$ cat src/sv/rfw_pkg.sv
`default_nettype none
package rfw_pkg;

  localparam int FRAC_BITS = 16;
  localparam int WEIGHT_W  = FRAC_BITS + 1;

  localparam logic [63:0] ONE_Q60     = 64'h1000_0000_0000_0000;
  localparam logic [63:0] HALF_PI_Q60 = 64'h1921_FB54_442D_1846;

  localparam logic [2:0] KERN_GAUSS   = 3'd0;
  localparam logic [2:0] KERN_LINEAR  = 3'd1;
  localparam logic [2:0] KERN_CONST   = 3'd2;
  localparam logic [2:0] KERN_COSINE  = 3'd3;
  localparam logic [2:0] KERN_QUARTIC = 3'd4;

  typedef struct packed {
    logic signed [31:0] first_x;
    logic signed [31:0] first_y;
    logic signed [31:0] first_z;
    logic signed [31:0] second_x;
    logic signed [31:0] second_y;
    logic signed [31:0] second_z;
    logic [31:0]        filter_radius;
  } in_t;

  typedef struct packed {
    logic [32:0]         point_distance;
    logic [WEIGHT_W-1:0] filter_weight;
  } out_t;

  // classified pair: absolute deltas and a radius that is never zero
  typedef struct packed {
    logic [32:0] dx;
    logic [32:0] dy;
    logic [32:0] dz;
    logic [31:0] r;
  } pair_t;

  // round half up from Q60 to FRAC_BITS fraction bits
  function automatic logic [WEIGHT_W-1:0] to_weight(input logic [63:0] x);
    logic [63:0] t;
    t = x + (64'd1 << (59 - FRAC_BITS));
    return t[60:60-FRAC_BITS];
  endfunction

endpackage
`default_nettype wire

$ cat src/sv/rfw_front.sv
`default_nettype none
// takes point pairs, forms absolute deltas, and queues them for the back end
module rfw_front (
  input  wire logic          clk,
  input  wire logic          rst,
  input  wire logic          in_valid,
  output logic               in_ready,
  input  wire rfw_pkg::in_t  in_data,
  output logic               q_valid,
  output rfw_pkg::pair_t     q_data,
  input  wire logic          q_pop
);
  rfw_pkg::pair_t mem [2];
  rfw_pkg::pair_t entry;
  logic       wr_ptr, rd_ptr;
  logic [1:0] count;
  logic       push;

  function automatic logic [32:0] abs_diff(input logic signed [31:0] x,
                                           input logic signed [31:0] y);
    logic signed [33:0] d;
    d = {{2{x[31]}}, x} - {{2{y[31]}}, y};
    if (d < 0) d = -d;
    return d[32:0];
  endfunction

  always_comb begin
    entry.dx = abs_diff(in_data.first_x, in_data.second_x);
    entry.dy = abs_diff(in_data.first_y, in_data.second_y);
    entry.dz = abs_diff(in_data.first_z, in_data.second_z);
    entry.r  = (in_data.filter_radius == 32'd0) ? 32'd1 : in_data.filter_radius;
    in_ready = (count != 2'd2);
    push     = in_valid && in_ready;
    q_valid  = (count != 2'd0);
    q_data   = mem[rd_ptr];
  end

  always_ff @(posedge clk) begin
    if (push) mem[wr_ptr] <= entry;
    if (rst) begin
      wr_ptr <= 1'b0;
      rd_ptr <= 1'b0;
      count  <= '0;
    end else begin
      if (push) wr_ptr <= ~wr_ptr;
      if (q_pop) rd_ptr <= ~rd_ptr;
      count <= count + {1'b0, push} - {1'b0, q_pop};
    end
  end
endmodule
`default_nettype wire

$ cat config.mk
export PLATFORM = sky130hd
export DESIGN_NAME = rfw_front
export DESIGN_NICKNAME = d
export VERILOG_FILES = /design/src/sv/rfw_pkg.sv /design/src/sv/rfw_front.sv
export SDC_FILE = /design/constraint.sdc
export NUM_CORES = 1
export LEC_CHECK = 0
export ABC_AREA = 1
export BUFFER_PORTS_ARGS = -buffer_cell sky130_fd_sc_hd__buf_2
export CAP_MARGIN = 5
export CORE_ASPECT_RATIO = 0.75
export CORE_MARGIN = 3
export CORE_UTILIZATION = 41
export CTS_CLUSTER_DIAMETER = 40
export CTS_CLUSTER_SIZE = 28
export DETAILED_ROUTE_END_ITERATION = 6
export GPL_TIMING_DRIVEN = 0
export HOLD_SLACK_MARGIN = 0.12
export SLEW_MARGIN = 20
export SYNTH_ARGS = -nofsm -noshare
export SYNTH_HDL_FRONTEND = slang
export SYNTH_SLANG_ARGS = --single-unit
$ cat constraint.sdc
create_clock -name clk -period 8.8 [get_ports clk]
set_input_delay 0.44 -clock clk [delete_from_list [all_inputs] [get_ports clk]]
set_output_delay 0.44 -clock clk [all_outputs]
set_load 0.05 [all_outputs]
==> metrics.md <==
| Metric | Value |
|---|---|
| Post-synth EDFFs | `262` |
| Final total power | `5.18 mW` |
| Die footprint | `52900 um^2` |
| Final setup fails | `0` |
| Synth Cell Area | `20600 um^2` |
| IO Count | `361` |
| Hpwl dp | `51400 um` |
| Synth top area cells | `edfxtp_1, nand2_1, inv_1` |
| Multi-input gate area | `10500 um^2` |
| CTS Buffer Depth | `3` |
| Grt ovf | `0` |
| Synthesized area per cell | `7.51 um^2` |
| Switching pwr | `2.04 mW` |
| Clock share of power | `29.5%` |
| WS Path Type | `reg2out` |
| Synth top area share | `38.3%` |
| Initial antenna violation count | `0` |
| Crit-path cells | `clkbuf_1, clkbuf_1, clkbuf_1, mux2_2, buf_2` |
| Placed Cells | `3756` |
| Routed Antenna Nets | `0` |
| Combinational share of power | `37.6%` |
| H-tree depth | `2` |
| Pin count of the biggest net entering global routing | `26` |
| Clock Skew | `19.7 ps` |
| Initial core utilization | `41.9%` |
| Drt wl/cell | `16.0 um` |
| Final cell count without fillers | `3827` |
| # diodes | `0` |
| Final routed DRC violation total | `0` |
| Slew at the pin closest to its max-slew limit | `895 ps` |
| Drt first pass iters | `5` |
| CP dominant cell by count | `clkbuf_1` |
| CTS tree | `yes` |
| Most frequent cell after synthesis | `nand2_1` |
| Top cells by count, synth | `nand2_1, inv_1, edfxtp_1` |
| Int Pwr | `3.14 mW` |
| Worst vdd ir | `0.129 mV` |
| Clk slew on worst S/H paths | `70 ps` |
| Nature of the critical path endpoint | `output port` |
| FFs w/ async S/R, synth | `0%` |
| Crit-path slowest cell | `clkbuf_1` |
| Worst setup SP type | `flop` |
| Syn Nets | `3070` |
| WP data required | `8360 ps` |
| WP buf/inv | `4` |
| Register Area | `7970 um^2` |
| Skew-Pair Late Insertion Delay | `550 ps` |
| Std-Cell Rows | `70` |
| Die X | `265 um` |
| Leakage | `12.3 nW` |
| Final period utilization | `39.0%` |
| Hold Violations, Final | `0` |
| Mapped Cells | `2738` |
| Max Fclk | `291 MHz` |
| Largest area contributor in the netlist | `edfxtp_1` |
| CTS Sinks | `267` |
| Die Ht | `200 um` |
| GRT Util Overall | `22.5%` |
| Slew margin rel. | `40.3%` |
| Max incr delay on CP | `640 ps` |
| Crit path max-delay family | `buffers and inverters` |
| Final slew viol count | `0` |
| Post-synth top flop | `edfxtp_1` |
| Setup_tns | `0 ps` |
| Synth cell types | `45` |
| Num CTS Buffers | `39` |
| Crit path time final | `3430 ps` |
| Max cap viols | `0` |
| Fin area | `24700 um^2` |
| Sw Share | `39.3%` |
| Initial DRC count | `1545` |
| Placed cell area | `23400 um^2` |
| Routed vias | `18848` |
| DR vias/cell | `4.93` |
| CP Data Arrival Time | `2990 ps` |
| Core Area | `49100 um^2` |
| Status | `completed` |
| Final WL | `61400 um` |
| CP Max Fanout | `10` |
| Share of layout cells above drive strength 1 | `21.3%` |
| Post-synthesis sequential area ratio | `38.7%` |
| Seq pwr share | `32.9%` |
| Pwr per Cell Area | `209 nW/um^2` |
| Root Buffer Master | `clkbuf_16` |
| RD Place Congestion | `0.942` |
| Final net count | `3482` |
| RSZ-0062 raised after global routing | `false` |
| Area Overhead vs Synth | `20.2%` |
| Post-CTS setup buffers | `0` |
| Worst hold path type | `in2reg` |
| Synth Register Bits | `267` |
| First-pass GRT wire length | `93300 um` |
| Hold-fix buffer count after cts | `1` |
| Warnings from Yosys | `0` |
| Port bufs | `360` |
| Vias in the first global route | `17338` |
| Filler cells | `4845` |
| Cts repair resizes | `0` |
==> power by group through the flow <==
stage	clock network, mW	logic, mW	registers (mW)
2_1_floorplan	0	1.39	1.74
3_3_place_gp	0	1.89	1.77
3_5_place_dp	0	1.94	1.73
4_1_cts	1.57	1.95	1.70
5_1_grt	1.63	2.12	1.72
6_report	1.53	1.95	1.70
==> cell usage in the layout (no fill, tap or decap), drive strengths merged <==
| master | count |
|---|---|
| fa | 3 |
| clkbuf | 87 |
| nand3 | 192 |
| edfxtp | 262 |
| nand2b | 1 |
| nor3 | 20 |
| clkinvlp | 4 |
| nor3b | 2 |
| xnor2 | 17 |
| xor2 | 56 |
| nor2 | 256 |
| or2 | 2 |
| dfxtp | 5 |
| o21ai | 47 |
| a21o | 2 |
| nor4 | 11 |
| clkinv | 10 |
| bufinv | 1 |
| o21bai | 5 |
| nand2 | 926 |
| a21oi | 90 |
| a31oi | 4 |
| and3 | 1 |
| and2 | 5 |
| nand4 | 23 |
| mux2 | 131 |
| ha | 101 |
| dlygate4sd3 | 1 |
| buf | 384 |
| nand3b | 25 |
| inv | 502 |
| o21a | 3 |
==> flip-flops by register name, summed over array words and instances, names as in the netlist, named ones only <==
signal	cells
wr_ptr	1
mem	262
rd_ptr	1
count	2
==> logic make-up after synthesis <==
kind of cell | share of synthesized area (%)
AO/OA/AOI/OAI | 4.00
AND/OR/NAND/NOR | 30.3
buffers and inverters | 10.2
flip-flops | 38.7
multiplexers | 7.17
XOR/XNOR | 3.11
adder cells (fa/ha/maj) | 6.44
==> final timing paths <==
path               from     endpoint  cells past startpoint  slack [ps]
max                flop  q_data[109]                      5        5370
min reg2reg      rd_ptr       rd_ptr                      2         520
min          in_data[3]    mem[0][3]                      2         190
max reg2reg    count[0]   mem[0][65]                      6        6670
==> metal layers <==
layer,global-route usage [%],wire [um],vias up
met5,0,26,-
met4,3.98,710,2
li1,-,-,9573
met2,35.0,26500,620
met1,32.9,29600,8600
met3,4.34,4550,53
==> through the flow <==
stage	setup WS [ps]	utilization, %	hold slack (ps)
floorplan	1770	-	480
global placement	-1430	47.2	496
detailed placement	5310	47.6	507
CTS	5240	50.3	152
global route	5180	50.3	170
finish	5370	50.3	194
==> layout make-up <==
type                       count  area share, %
buffer                        56           1.02
sequential                   267           32.2
inverter                     492           7.47
tap                          648           3.28
clock inverter                25           1.05
clock buffer                  45           4.21
timing repair buffer         371           8.20
multi-input combinational   1923           42.5
Note: power is estimated with default switching activity, not from simulation.
